==> config.mk <==
export PLATFORM = sky130hd
export DESIGN_NAME = http_response_stream_parser_top
export DESIGN_NICKNAME = d
export VERILOG_FILES = /design/src/hw/rtl/hrsp_pkg.sv /design/src/hw/rtl/http_response_stream_parser_top.sv /design/src/hw/rtl/hrsp_digit.sv /design/src/hw/rtl/hrsp_step.sv
export SDC_FILE = /design/constraint.sdc
export NUM_CORES = 1
export LEC_CHECK = 0
export CORE_MARGIN = 2
export CORE_UTILIZATION = 45
export CTS_CLUSTER_SIZE = 40
export DETAILED_ROUTE_END_ITERATION = 10
export DONT_BUFFER_PORTS = 1
export SKIP_CTS_REPAIR_TIMING = 1
export SLEW_MARGIN = 40
export SYNTH_ARGS = -nofsm -noshare
export SYNTH_HDL_FRONTEND = slang
export SYNTH_HIERARCHICAL = 1
export SYNTH_SLANG_ARGS = --single-unit
==> constraint.sdc <==
create_clock -name clk -period 7 [get_ports clk]
set_input_delay 1.4 -clock clk [delete_from_list [all_inputs] [get_ports clk]]
set_output_delay 1.4 -clock clk [all_outputs]
set_load 0.02 [all_outputs]
==> src/hw/rtl/hrsp_pkg.sv <==
// ---------------------------------------------------------------------------
// hrsp_pkg
// Shared types, codes and character helpers for the HTTP response parser.
// ---------------------------------------------------------------------------
package hrsp_pkg;

	// Width of the length value and the body counter.
	localparam int CNT_W = 32;

	// Item kinds on the input stream.
	localparam logic [1:0] K_START = 2'd0;
	localparam logic [1:0] K_DATA  = 2'd1;
	localparam logic [1:0] K_EOF   = 2'd2;

	typedef enum logic [2:0] {
		PH_IDLE   = 3'd0,
		PH_WAIT   = 3'd1,
		PH_HEAD   = 3'd2,
		PH_BODY   = 3'd3,
		PH_CLOSED = 3'd4,
		PH_BROKEN = 3'd5
	} phase_t;

	// Status line matcher: 0..6 walk the literal, then these.
	localparam logic [3:0] SL_LIT_END  = 4'd7;
	localparam logic [3:0] SL_PRE_MIN  = 4'd7;
	localparam logic [3:0] SL_SIGN     = 4'd8;
	localparam logic [3:0] SL_MINOR    = 4'd9;
	localparam logic [3:0] SL_GAP      = 4'd10;
	localparam logic [3:0] SL_CODE     = 4'd11;
	localparam logic [3:0] SL_DONE     = 4'd12;
	localparam logic [3:0] SL_FAIL     = 4'd13;

	// Header line matcher.
	localparam logic [3:0] HL_PREFIX   = 4'd0;
	localparam logic [3:0] HL_OTHER    = 4'd1;
	localparam logic [3:0] HL_LEAD     = 4'd2;
	localparam logic [3:0] HL_SIGNED   = 4'd3;
	localparam logic [3:0] HL_ZERO     = 4'd4;
	localparam logic [3:0] HL_ZEROX    = 4'd5;
	localparam logic [3:0] HL_DIGITS   = 4'd6;
	localparam logic [3:0] HL_STOP     = 4'd7;

	localparam logic [1:0] BASE_DEC = 2'd0;
	localparam logic [1:0] BASE_OCT = 2'd1;
	localparam logic [1:0] BASE_HEX = 2'd2;

	localparam logic [7:0] CH_CR = 8'h0D;
	localparam logic [7:0] CH_LF = 8'h0A;

	localparam logic [4:0] POS_MAX    = 5'd31;
	localparam logic [4:0] PREFIX_LEN = 5'd16;

	typedef struct packed {
		phase_t             phase;
		logic               pend_cr;
		logic [4:0]         line_pos;
		logic [3:0]         line_match;
		logic [1:0]         base;
		logic [15:0]        status_val;
		logic [CNT_W-1:0]   length_val;
		logic               length_seen;
		logic [CNT_W-1:0]   body_cnt;
		logic               status_ok;
		logic [CNT_W-1:0]   acc;
		logic               neg;
		logic               sat;
	} st_t;

	typedef struct packed {
		phase_t       parse_state;
		logic [15:0]  resp_status;
		logic         status_valid;
		logic [31:0]  resp_length;
		logic         has_length;
		logic         body_valid;
		logic [7:0]   body_data;
		logic         response_done;
	} res_t;

	function automatic st_t st_reset();
		st_t s;
		s             = '0;
		s.phase       = PH_IDLE;
		s.base        = BASE_DEC;
		return s;
	endfunction

	function automatic logic is_ws(input logic [7:0] c);
		return (c == 8'h20) || ((c >= 8'h09) && (c <= 8'h0D));
	endfunction

	function automatic logic is_dec(input logic [7:0] c);
		return (c >= "0") && (c <= "9");
	endfunction

	// {valid, value} of a hex digit, either case.
	function automatic logic [4:0] hex_digit(input logic [7:0] c);
		logic [7:0] t;
		t = 8'h00;
		if ((c >= "0") && (c <= "9")) begin
			t = c - 8'h30;
			return {1'b1, t[3:0]};
		end
		if ((c >= "a") && (c <= "f")) begin
			t = c - 8'h57;
			return {1'b1, t[3:0]};
		end
		if ((c >= "A") && (c <= "F")) begin
			t = c - 8'h37;
			return {1'b1, t[3:0]};
		end
		return 5'd0;
	endfunction

	function automatic logic [7:0] status_lit(input logic [3:0] i);
		case (i)
			4'd0: return "H";
			4'd1: return "T";
			4'd2: return "T";
			4'd3: return "P";
			4'd4: return "/";
			4'd5: return "1";
			4'd6: return ".";
			default: return 8'h00;
		endcase
	endfunction

	// Lower-case form of the length header prefix.
	function automatic logic [7:0] length_lit(input logic [3:0] i);
		case (i)
			4'd0:  return "c";
			4'd1:  return "o";
			4'd2:  return "n";
			4'd3:  return "t";
			4'd4:  return "e";
			4'd5:  return "n";
			4'd6:  return "t";
			4'd7:  return "-";
			4'd8:  return "l";
			4'd9:  return "e";
			4'd10: return "n";
			4'd11: return "g";
			4'd12: return "t";
			4'd13: return "h";
			4'd14: return ":";
			4'd15: return " ";
			default: return 8'h00;
		endcase
	endfunction

	function automatic logic [4:0] pos_inc(input logic [4:0] p);
		return (p == POS_MAX) ? p : p + 5'd1;
	endfunction

	// Line character step for a CR that was not followed by LF.
	// CR is white space, never a digit, sign or literal character.
	function automatic st_t feed_cr(input st_t s);
		st_t n;
		n = s;
		if (s.phase == PH_WAIT) begin
			case (s.line_match)
				SL_PRE_MIN, SL_GAP, SL_DONE, SL_FAIL: n.line_match = s.line_match;
				SL_SIGN:  n.line_match = SL_FAIL;
				SL_MINOR: n.line_match = SL_GAP;
				SL_CODE:  n.line_match = SL_DONE;
				default:  n.line_match = SL_FAIL;
			endcase
		end else begin
			case (s.line_match)
				HL_PREFIX: n.line_match = HL_OTHER;
				HL_SIGNED, HL_ZERO, HL_ZEROX, HL_DIGITS: n.line_match = HL_STOP;
				default: n.line_match = s.line_match;
			endcase
		end
		n.line_pos = pos_inc(s.line_pos);
		return n;
	endfunction

endpackage

==> src/hw/rtl/http_response_stream_parser_top.sv <==
// ---------------------------------------------------------------------------
// http_response_stream_parser_top
// HTTP/1.x response parser: status line, Content-Length, body framing.
// ---------------------------------------------------------------------------
//
// Channel  Dir  Beat carries                     Accepted when
// s_*      in   tuser: kind, tdata: data_byte    s_tvalid && s_tready
// m_*      out  tdata/tuser/tlast: one result    m_tvalid && m_tready
//
// One beat in per clock, one result beat out per input beat. Each beat passes
// through the input register, then the parse step into the result register.
// The parser state updates on the same edge that loads the result register.
// arst_n clears all control and parser state; the parser comes up idle.
// When m_tready is low the result register holds, the input register fills,
// and s_tready drops only once both are occupied.
//
module http_response_stream_parser_top (
	input  logic        clk,
	input  logic        arst_n,
	input  logic        s_tvalid,
	output logic        s_tready,
	input  logic [7:0]  s_tdata,   // [7:0] data_byte
	input  logic [1:0]  s_tuser,   // [1:0] kind
	output logic        m_tvalid,
	input  logic        m_tready,
	// [2:0] parse_state, [18:3] resp_status, [19] status_valid,
	// [51:20] resp_length, [52] has_length, [60:53] body_data, [63:61] zero
	output logic [63:0] m_tdata,
	output logic        m_tuser,   // [0] body_valid
	output logic        m_tlast    // response_done
);

	// Input register
	logic           valid_s1;
	logic [1:0]     kind_s1;
	logic [7:0]     byte_s1;

	// Parser state and result register
	hrsp_pkg::st_t  st_q;
	hrsp_pkg::st_t  st_n;
	hrsp_pkg::res_t res;
	hrsp_pkg::res_t res_q;
	logic           out_valid_q;

	logic           advance;

	// Item in s1 moves on when the result slot is free or draining this cycle.
	assign advance  = valid_s1 && (!out_valid_q || m_tready);
	assign s_tready = !valid_s1 || advance;

	hrsp_step u_step (
		.st        (st_q),
		.kind      (kind_s1),
		.data_byte (byte_s1),
		.st_n      (st_n),
		.res       (res)
	);

	always_ff @(posedge clk or negedge arst_n) begin
		if (!arst_n) begin
			valid_s1    <= 1'b0;
			out_valid_q <= 1'b0;
			st_q        <= hrsp_pkg::st_reset();
		end else begin
			if (s_tready)
				valid_s1 <= s_tvalid;
			if (advance) begin
				st_q        <= st_n;
				out_valid_q <= 1'b1;
			end else if (m_tready) begin
				out_valid_q <= 1'b0;
			end
		end
	end

	// Payload, no reset
	always_ff @(posedge clk) begin
		if (s_tvalid && s_tready) begin
			kind_s1 <= s_tuser;
			byte_s1 <= s_tdata;
		end
		if (advance)
			res_q <= res;
	end

	assign m_tvalid = out_valid_q;
	assign m_tdata  = {3'b000, res_q.body_data, res_q.has_length, res_q.resp_length,
	                   res_q.status_valid, res_q.resp_status, res_q.parse_state};
	assign m_tuser  = res_q.body_valid;
	assign m_tlast  = res_q.response_done;

endmodule

==> src/hw/rtl/hrsp_digit.sv <==
// ---------------------------------------------------------------------------
// hrsp_digit
// One digit of the saturating length accumulator (base 8, 10 or 16).
// ---------------------------------------------------------------------------
module hrsp_digit (
	input  logic [7:0]                 c,
	input  logic [1:0]                 base,
	input  logic [hrsp_pkg::CNT_W-1:0] acc,
	input  logic                       sat,
	output logic                       ok,
	output logic [hrsp_pkg::CNT_W-1:0] acc_n,
	output logic                       sat_n
);

	localparam int W = hrsp_pkg::CNT_W;

	logic [4:0]   hd;
	logic [4:0]   radix;
	logic [W+3:0] wide;
	logic [W+3:0] prod;
	logic [W+3:0] sum;

	assign hd   = hrsp_pkg::hex_digit(c);
	assign wide = {4'b0000, acc};

	always_comb begin
		case (base)
			hrsp_pkg::BASE_HEX: begin
				radix = 5'd16;
				prod  = wide << 4;
			end
			hrsp_pkg::BASE_OCT: begin
				radix = 5'd8;
				prod  = wide << 3;
			end
			default: begin
				radix = 5'd10;
				prod  = (wide << 3) + (wide << 1);
			end
		endcase
	end

	assign sum = prod + {{W{1'b0}}, hd[3:0]};
	assign ok  = hd[4] && ({1'b0, hd[3:0]} < radix);

	always_comb begin
		acc_n = acc;
		sat_n = sat;
		if (!sat) begin
			if (sum[W+3:W] != 4'd0) begin
				sat_n = 1'b1;
				acc_n = {W{1'b1}};
			end else begin
				acc_n = sum[W-1:0];
			end
		end
	end

endmodule

==> src/hw/rtl/hrsp_step.sv <==
// ---------------------------------------------------------------------------
// hrsp_step
// Next parser state and result for one item, given the current state.
// ---------------------------------------------------------------------------
module hrsp_step (
	input  hrsp_pkg::st_t  st,
	input  logic [1:0]     kind,
	input  logic [7:0]     data_byte,
	output hrsp_pkg::st_t  st_n,
	output hrsp_pkg::res_t res
);

	localparam int W = hrsp_pkg::CNT_W;

	logic         dg_ok;
	logic [W-1:0] dg_acc;
	logic         dg_sat;

	// acc, base and sat are never touched by a CR step, so the current state feeds it.
	hrsp_digit u_digit (
		.c     (data_byte),
		.base  (st.base),
		.acc   (st.acc),
		.sat   (st.sat),
		.ok    (dg_ok),
		.acc_n (dg_acc),
		.sat_n (dg_sat)
	);

	always_comb begin
		hrsp_pkg::st_t n;
		logic          line_end;
		logic          do_feed;
		logic          done;
		logic          bvalid;
		logic [4:0]    hd;
		logic [7:0]    low;
		logic [19:0]   sv;
		logic [W-1:0]  cnt;
		logic          hd_sign;
		logic          hd_start;

		n        = st;
		line_end = 1'b0;
		do_feed  = 1'b0;
		done     = 1'b0;
		bvalid   = 1'b0;
		hd       = hrsp_pkg::hex_digit(data_byte);
		low      = ((data_byte >= "A") && (data_byte <= "Z")) ? data_byte + 8'd32 : data_byte;
		sv       = ({4'b0000, st.status_val} << 3) + ({4'b0000, st.status_val} << 1)
		           + {16'h0000, hd[3:0]};
		cnt      = (st.body_cnt == {W{1'b1}}) ? st.body_cnt : st.body_cnt + W'(1);
		hd_sign  = 1'b0;
		hd_start = 1'b0;

		case (kind)
			hrsp_pkg::K_START: begin
				n       = hrsp_pkg::st_reset();
				n.phase = hrsp_pkg::PH_WAIT;
			end
			hrsp_pkg::K_DATA: begin
				if ((st.phase == hrsp_pkg::PH_WAIT) || (st.phase == hrsp_pkg::PH_HEAD)) begin
					if (st.pend_cr) begin
						n.pend_cr = 1'b0;
						if (data_byte == hrsp_pkg::CH_LF)
							line_end = 1'b1;
						else
							n = hrsp_pkg::feed_cr(n);
					end
					if (!line_end) begin
						if (data_byte == hrsp_pkg::CH_CR)
							n.pend_cr = 1'b1;
						else
							do_feed = 1'b1;
					end

					if (do_feed) begin
						if (n.phase == hrsp_pkg::PH_WAIT) begin
							case (n.line_match)
								hrsp_pkg::SL_PRE_MIN: begin
									if (!hrsp_pkg::is_ws(data_byte)) begin
										if ((data_byte == "+") || (data_byte == "-"))
											n.line_match = hrsp_pkg::SL_SIGN;
										else if (hrsp_pkg::is_dec(data_byte))
											n.line_match = hrsp_pkg::SL_MINOR;
										else
											n.line_match = hrsp_pkg::SL_FAIL;
									end
								end
								hrsp_pkg::SL_SIGN: begin
									n.line_match = hrsp_pkg::is_dec(data_byte) ?
										hrsp_pkg::SL_MINOR : hrsp_pkg::SL_FAIL;
								end
								hrsp_pkg::SL_MINOR: begin
									if (!hrsp_pkg::is_dec(data_byte))
										n.line_match = hrsp_pkg::is_ws(data_byte) ?
											hrsp_pkg::SL_GAP : hrsp_pkg::SL_FAIL;
								end
								hrsp_pkg::SL_GAP: begin
									if (!hrsp_pkg::is_ws(data_byte)) begin
										if (hrsp_pkg::is_dec(data_byte)) begin
											n.line_match = hrsp_pkg::SL_CODE;
											n.status_val = {12'h000, hd[3:0]};
										end else begin
											n.line_match = hrsp_pkg::SL_FAIL;
										end
									end
								end
								hrsp_pkg::SL_CODE: begin
									if (!hrsp_pkg::is_dec(data_byte))
										n.line_match = hrsp_pkg::SL_DONE;
									else if (sv[19:16] != 4'd0)
										n.status_val = 16'hFFFF;
									else
										n.status_val = sv[15:0];
								end
								hrsp_pkg::SL_DONE, hrsp_pkg::SL_FAIL: begin
									n.line_match = n.line_match;
								end
								default: begin
									if ((n.line_match < hrsp_pkg::SL_LIT_END) &&
									    (data_byte == hrsp_pkg::status_lit(n.line_match)))
										n.line_match = n.line_match + 4'd1;
									else
										n.line_match = hrsp_pkg::SL_FAIL;
								end
							endcase
						end else begin
							case (n.line_match)
								hrsp_pkg::HL_PREFIX: begin
									if ((n.line_pos < hrsp_pkg::PREFIX_LEN) &&
									    (low == hrsp_pkg::length_lit(n.line_pos[3:0]))) begin
										if (n.line_pos == hrsp_pkg::PREFIX_LEN - 5'd1) begin
											n.line_match = hrsp_pkg::HL_LEAD;
											n.acc        = '0;
											n.neg        = 1'b0;
											n.sat        = 1'b0;
											n.base       = hrsp_pkg::BASE_DEC;
										end
									end else begin
										n.line_match = hrsp_pkg::HL_OTHER;
									end
								end
								hrsp_pkg::HL_LEAD: begin
									if (!hrsp_pkg::is_ws(data_byte)) begin
										if ((data_byte == "+") || (data_byte == "-")) begin
											n.neg        = (data_byte == "-");
											n.line_match = hrsp_pkg::HL_SIGNED;
										end else begin
											hd_sign = 1'b1;
										end
									end
								end
								hrsp_pkg::HL_SIGNED: hd_sign = 1'b1;
								hrsp_pkg::HL_ZERO: begin
									if ((data_byte == "x") || (data_byte == "X")) begin
										n.line_match = hrsp_pkg::HL_ZEROX;
									end else if ((data_byte >= "0") && (data_byte <= "7")) begin
										n.base   = hrsp_pkg::BASE_OCT;
										hd_start = 1'b1;
									end else begin
										n.line_match = hrsp_pkg::HL_STOP;
									end
								end
								hrsp_pkg::HL_ZEROX: begin
									if (hd[4]) begin
										n.base   = hrsp_pkg::BASE_HEX;
										hd_start = 1'b1;
									end else begin
										n.line_match = hrsp_pkg::HL_STOP;
									end
								end
								hrsp_pkg::HL_DIGITS: begin
									if (!dg_ok) begin
										n.line_match = hrsp_pkg::HL_STOP;
									end else begin
										n.acc = dg_acc;
										n.sat = dg_sat;
									end
								end
								default: n.line_match = n.line_match;
							endcase

							// after the sign, or with none
							if (hd_sign) begin
								if (data_byte == "0") begin
									n.line_match = hrsp_pkg::HL_ZERO;
								end else if (hrsp_pkg::is_dec(data_byte)) begin
									n.base   = hrsp_pkg::BASE_DEC;
									hd_start = 1'b1;
								end else begin
									n.line_match = hrsp_pkg::HL_STOP;
								end
							end
							// first digit is valid in its base and sat is clear here
							if (hd_start) begin
								n.acc        = {{(W-4){1'b0}}, hd[3:0]};
								n.line_match = hrsp_pkg::HL_DIGITS;
							end
						end
						n.line_pos = hrsp_pkg::pos_inc(n.line_pos);
					end

					if (line_end) begin
						if (n.phase == hrsp_pkg::PH_WAIT) begin
							if ((n.line_match == hrsp_pkg::SL_CODE) ||
							    (n.line_match == hrsp_pkg::SL_DONE)) begin
								n.status_ok = 1'b1;
								n.phase     = hrsp_pkg::PH_HEAD;
							end else begin
								n.phase = hrsp_pkg::PH_BROKEN;
							end
						end else if (n.line_pos == 5'd0) begin
							// empty line: body starts, or the response is done if the length is zero
							n.phase    = hrsp_pkg::PH_BODY;
							n.body_cnt = '0;
							if (n.length_seen && (n.length_val == '0)) begin
								n.phase = hrsp_pkg::PH_IDLE;
								done    = 1'b1;
							end
						end else if (n.line_match >= hrsp_pkg::HL_LEAD) begin
							if (n.line_match < hrsp_pkg::HL_DIGITS)
								n.acc = '0;
							if (n.sat)
								n.length_val = {W{1'b1}};
							else if (n.neg)
								n.length_val = '0 - n.acc;
							else
								n.length_val = n.acc;
							n.length_seen = 1'b1;
						end
						n.line_pos   = 5'd0;
						n.line_match = 4'd0;
						n.pend_cr    = 1'b0;
					end
				end else if (st.phase == hrsp_pkg::PH_BODY) begin
					bvalid     = 1'b1;
					n.body_cnt = cnt;
					if (st.length_seen && (cnt >= st.length_val)) begin
						n.phase = hrsp_pkg::PH_IDLE;
						done    = 1'b1;
					end
				end
			end
			hrsp_pkg::K_EOF: begin
				case (st.phase)
					hrsp_pkg::PH_WAIT, hrsp_pkg::PH_HEAD: n.phase = hrsp_pkg::PH_BROKEN;
					hrsp_pkg::PH_BODY: begin
						if (st.length_seen) begin
							n.phase = hrsp_pkg::PH_BROKEN;
						end else begin
							n.phase = hrsp_pkg::PH_CLOSED;
							done    = 1'b1;
						end
					end
					hrsp_pkg::PH_IDLE: n.phase = hrsp_pkg::PH_CLOSED;
					default: n.phase = st.phase;
				endcase
			end
			default: n = st;
		endcase

		st_n               = n;
		res.parse_state    = n.phase;
		res.resp_status    = n.status_ok ? n.status_val : 16'h0000;
		res.status_valid   = n.status_ok;
		res.resp_length    = 32'(n.length_val);
		res.has_length     = n.length_seen;
		res.body_valid     = bvalid;
		res.body_data      = bvalid ? data_byte : 8'h00;
		res.response_done  = done;
	end

endmodule
# Yosys cells after proc, flatten, opt, wreduce, memory -nomap -nowiden
# Memories as Yosys holds them, arrays and structs flattened.
# Cells that the tools add are included.
[word_totals]
reg_bits = 206
mem_bits_ro = 96
input_bits = 14
output_inout_bits = 68
wordCells = 316
memories = 1
[memory_table]
columns = ["memory", "depth", "word_bits", "rd", "rd_ports_with_merged_regs", "write_ports", "line_no", "rtl"]
rows = [
  ["(name not given)", 16, 6, 1, 0, 0, "hrsp_pkg.sv:131", "case (i)"],
]
[op_classes]
addsub = 13
magnitude_cmp = 16
eq_ne = 49
n_mux = 172
reduce_logical = 40
[op_table]
columns = ["cell", "n"]
rows = [
  ["32-bit two-way mux", 20],
  ["131-bit two-way mux", 2],
  ["128-bit one-hot mux with 2 select lines", 1],
  ["127-bit two-way mux", 2],
  ["34-bit two-way mux", 6],
  ["98-bit two-way mux", 1],
  ["8-bit two-way mux", 11],
  ["27-bit two-way mux", 3],
  ["16-bit two-way mux", 5],
  ["4-bit two-way mux", 18],
  ["36-bit one-hot mux with 2 select lines", 1],
  ["33-bit two-way mux", 2],
  ["65-bit two-way mux", 1],
  ["32-bit one-hot mux with 2 select lines", 1],
  ["61-bit two-way mux", 1],
  ["1-bit two-way mux", 53],
  ["4-bit == test (second input constant)", 13],
  ["7-bit one-hot mux with 6 select lines", 1],
  ["5-bit two-way mux", 8],
  ["35-bit by 33-bit adder with 36-bit output", 1],
  ["36-bit by 4-bit adder with 36-bit output", 1],
  ["35-bit two-way mux", 1],
  ["32-bit by 1-bit adder with 32-bit output (second input constant)", 1],
  ["32-bit == test (second input constant)", 1],
  ["other kinds (61)", 135],
]

# Logic depth before layout (Yosys ltp)
[logic_depth]
depth_word = 43
mapped_depth = 37
depth_no_buf = 32

# Hierarchy
# The synthesis kept the hierarchy.
[modules_own_cells]
columns = ["module", "n_inst", "cells_per_inst", "area_per_inst_um2", "seq_area_each_um2"]
rows = [
  ["hrsp_step", 1, 1711, 10623.9, 0.0],
  ["http_response_stream_parser_top", 1, 362, 7528.5, 5520.3],
  ["hrsp_digit", 1, 639, 4116.4, 0.0],
]

# Worst setup path before layout
# Ideal clock, no wire load.
[synth_path]
path_type = "register to register"
from = "register st_q[116] in the netlist's numbering"
to = "register st_q[87] in the netlist's numbering"
setup_ns = 0.125
arrival_time_ns = 7.167
required_time_ns = 6.875
setup_slack_ns = -0.292
stages_incl_launch_ff = 34
n_path_buf = 9
period_less_slack_ns = 7.292
path_cell_list = "dfrtp_1 inv_1 ha_1 clkbuf_1 clkbuf_1 clkbuf_1 buf_1 buf_1 buf_1 o31ai_1 ha_1 a21oi_1 nor2_1 nand3_1 or4_1 buf_2 nor3_1 nand4_1 or2_1 o31ai_4 buf_6 a32oi_1 mux2_2 o221a_2 a21oi_1 o21ai_1 a2111oi_4 nand2_1 or4_1 o21ai_1 xnor2_1 o21ai_2 buf_4 mux2_4"
[synth_rtl]
columns = ["item", "line_no", "rtl"]
rows = [
  ["start, declared", "http_response_stream_parser_top.sv:39", "hrsp_pkg::st_t st_q;"],
  ["start signal, assigned", "http_response_stream_parser_top.sv:63", "st_q <= hrsp_pkg::st_reset();"],
  ["start signal, assigned", "http_response_stream_parser_top.sv:68", "st_q <= st_n;"],
]

==> results.toml <==
[outcome]
run_status = "completed"

[floorplanning]
floorplan.die.width_um = 226
pin_count = 82
floorplan.initialDensity = 0.456
row_count = 81
dieHeight_um = 226
fp.coreArea_um2 = 48800
die-area_um2 = 51300

[routing]
drt_wl_total_mm = 80.7
wire_per_inst_um = 23.9
vias = 21800
firstDrtPassIters = 6
viasPerCell = 6.44
remaining_drc_errors = 0
antenna_left = 0
dr.first_iter.drc_count = 2365

[critical_path]
signal_arrival_time_at_the_worst_endpoint_ns = 7.20
worst_setup_path_start_kind = "register"
timing.rr.end = "st_q[84]"
critPathSlowestCell = "or3b_2"
critical_path_required_ns = 7.47
timing.critical_path.to = "st_q[84]"
crit_path_max_incr_delay_ns = 0.52
critical_path.endpoint_type = "register"
critical_path.max_fanout = 13
start_to_end_type_of_the_worst_setup_path = "register to register"
worst_setup_path_startpoint = "byte_s1[0]"
crit_path_frequent_cell = "ha_1"
worst_r2r_startpoint = "byte_s1[0]"
r2r_slack_ns = 0.27
worstRegToRegCells = 28

[global_routing]
grt_use_total = 0.308
first_pass_grt_wire_length_mm = 124
grt_antenna_before_repair = 0
pin_count_of_the_biggest_net_entering_global_routing = 134
grt_pass1_vias = 20300
globalRouteOverflowTotal = 0

[sta]
hold_violations = 0
min_period_ns = 6.73
setup_repair_after_global_routing_missed_its_margin = "yes"
worstMarginPinSlew_ns = 0.860
finalSetupViolCount = 0
finalMaxSlewViolations = 0
worst_hold_slack_ns = 0.498
max-slew-margin-rel = 0.425
post-route-period-util = 0.961
max_freq_mhz = 149
fin_ws_ns = 0.271
final.setup_skew_ns = 0.0186

[power]
report.power.total_mw = 8.28
switching_power_mw = 4.07
p_int_mw = 4.21
switching_power_as_a_share_of_total_power = 0.492
powerDensity_nw_per_um2 = 338
pwr-share-clk = 0.182
seqPwrFrac = 0.198
total_leakage_power_nw = 9.96
power.share.combinational = 0.620
power.ir.vdd_worst_uv = 254

[logic_synthesis]
synthDistinctLibCells = 116
synth_compound_area_frac = 0.271
asyncSetResetFlopFracSynth = 0.646
yosysWarningCount = 6
synth-edff-count = 73
postSynthRegisterBits = 206
netlist_instances = 2712
synth-main-ff-cell = "dfrtp_1"
share_of_synthesized_area_occupied_by_flip_flops_and_latches = 0.248
synthMuxAreaShare = 0.0958
synth_xor_area_frac = 0.0412
syn-mean-instance-area_um2 = 8.21
post_synthesis_share_of_cell_area_spent_on_full_adders_half_adders_and_majority_gates = 0.0744
netlist_area_um2 = 22300
dominant_combinational_cell_family_by_area_after_synthesis = "compound AO/OA/AOI/OAI gates"
synth_simple_gate_area_share = 0.196

[layout]
layout_cell_share_with_drive_strength_beyond_1 = 0.184
layout.core_utilization = 0.502
areaGrowthSynthToFinish_pct = 10.2
antenna_cells = 0
nets = 2841

[placed_design]
dp_hpwl_mm = 58.6
placement.io_buffers = 0
routabilityCongestion = 0.972
worst_setup_slack_after_placement_ns = 0.180

[flow_run]
maxCapViolations = 0

[clock_network]
clk_path_buf_depth = 3
clock-root-buffer = "clkbuf_16"
cts_made_buffers = 27
clock_sinks = 206
cts.clk_slew.worst_paths_ns = 0.06
clk_latency_worst_skew_pair_ns = 0.60
tritoncts_clock_tree = "built"
cts_htree_levels = 1

[min_path]
hold_path.class = "input port to async pin"
[cell usage after synthesis (11+ instances only)]
| master | n | area share |
|---|---|---|
| buf_2 | 32 | 0.0072 |
| nand2b_1 | 23 | 0.0065 |
| mux2_2 | 68 | 0.034 |
| dfrtp_1 | 133 | 0.15 |
| nor4_1 | 26 | 0.0073 |
| o21a_1 | 15 | 0.0051 |
| and2_1 | 21 | 0.0059 |
| xnor2_1 | 63 | 0.025 |
| o22ai_1 | 22 | 0.0062 |
| ha_1 | 126 | 0.071 |
| o221a_2 | 15 | 0.0076 |
| inv_1 | 120 | 0.020 |
| nor3b_1 | 13 | 0.0044 |
| mux2_4 | 79 | 0.053 |
| nand2_1 | 269 | 0.045 |
| o21ai_1 | 13 | 0.0029 |
| or3_1 | 17 | 0.0048 |
| o21bai_1 | 12 | 0.0040 |
| a211oi_1 | 29 | 0.0098 |
| a31oi_1 | 45 | 0.013 |
| nor3_1 | 73 | 0.016 |
| nor2_1 | 188 | 0.032 |
| mux2i_1 | 17 | 0.0076 |
| nor2b_1 | 30 | 0.0084 |
| nand4_1 | 45 | 0.013 |
| nand3_1 | 66 | 0.015 |
| o2111ai_1 | 11 | 0.0043 |
| o221ai_1 | 18 | 0.0071 |
| o21ai_0 | 206 | 0.046 |
| buf_4 | 47 | 0.016 |
| o211ai_1 | 18 | 0.0061 |
| or4_1 | 11 | 0.0037 |
| xor2_1 | 40 | 0.016 |
| clkbuf_1 | 121 | 0.020 |
| a22o_1 | 27 | 0.011 |
| a22oi_1 | 36 | 0.012 |
| a21o_1 | 44 | 0.015 |
| a32oi_1 | 34 | 0.013 |
| and3_1 | 23 | 0.0065 |
| o31ai_1 | 12 | 0.0040 |
| edfxtp_1 | 73 | 0.098 |
| a221oi_1 | 24 | 0.0094 |
| a21oi_1 | 199 | 0.045 |
| or2_2 | 13 | 0.0037 |
[critical path, delay by kind of cell (launching register included)]
family / cells / cell delay (ns)
AOI/OAI and AO/OA: 11 / 2.55
xor gates and xnor gates: 1 / 0.10
adders and majority gates: 3 / 0.71
buffers and inverters: 4 / 0.61
DFF: 1 / 0.45
muxes: 1 / 0.28
and+or+nand+nor: 8 / 1.90
[worst min-delay path by stage]
stage | startpoint | to | slack (ns)
after detailed placement | valid_s1 | m_tvalid | 0.50
final | arst_n | st_q[109] | 0.50
after global routing | arst_n | st_q[109] | 0.48
after CTS | arst_n | st_q[24] | 0.48
after floorplan | valid_s1 | m_tvalid | 0.45
after global placement | valid_s1 | m_tvalid | 0.48
[layer usage]
| layer | vias to the layer above | wire length [um] | track usage |
|---|---|---|---|
| li1 | 10100 | - | - |
| met1 | 10600 | 36200 | 0.432 |
| met2 | 937 | 35800 | 0.480 |
| met3 | 152 | 5720 | 0.0435 |
| met4 | 0 | 3070 | 0.111 |
| met5 | - | 0 | 0 |
[registers in the layout, indices dropped and copies added, names as in the netlist]
name	flops
st_q	131
valid_s1	1
kind_s1	2
m_tuser	1
m_tdata	61
m_tvalid	1
byte_s1	8
m_tlast	1
[cells by family (layout without fill, tap and decap cells)]
family          count (synthesis)  in the layout
fa+ha+maj                     130            130
simple gates                  873            873
compound gates                887            887
flops                         206            206
mux                           165            165
other cells                     1              3
buf+inv                       346            350
xor+xnor                      104            104
[through the flow]
| step | setup TNS (ns) | cell area [um^2] | cells |
|---|---|---|---|
| finish | 0 | 24500 | 3382 |
| global route | -0.315 | 24500 | 3382 |
| CTS | 0 | 24200 | 3375 |
| detailed placement | 0 | 23300 | 3325 |
| global placement | 0 | 23200 | 3323 |
| floorplan | 0 | 22300 | 2714 |
[layout make-up]
| cell class | count | area, um^2 |
|---|---|---|
| Sequential cell | 206 | 5520 |
| Inverter | 125 | 473 |
| Fill cell | 4745 | 24300 |
| Timing Repair Buffer | 175 | 1420 |
| Clock inverter | 22 | 260 |
| Multi-Input combinational cell | 2162 | 15400 |
| Tap cell | 664 | 831 |
| Clock buffer | 28 | 679 |
[power by group through the flow]
| stage | Sequential, mW | Combinational, mW | Clock (mW) |
|---|---|---|---|
| after detailed placement | 1.65 | 4.86 | 0 |
| after CTS | 1.63 | 4.88 | 1.53 |
| final | 1.64 | 5.14 | 1.50 |
| after floorplan | 1.59 | 3.18 | 0 |
| after global routing | 1.66 | 5.46 | 1.57 |
| after global placement | 1.65 | 4.84 | 0 |
[placed cells by master, fill, tap and decap left out, types with 73 or more instances in the layout]
master and n:
ha_1 118, a21oi_1 197, mux2_4 79, dfrtp_1 132, nand2_1 268, o21ai_0 200
buf_4 166, nor2_1 181, edfxtp_1 73, inv_1 118
Note: power is estimated with default switching activity, not from simulation.
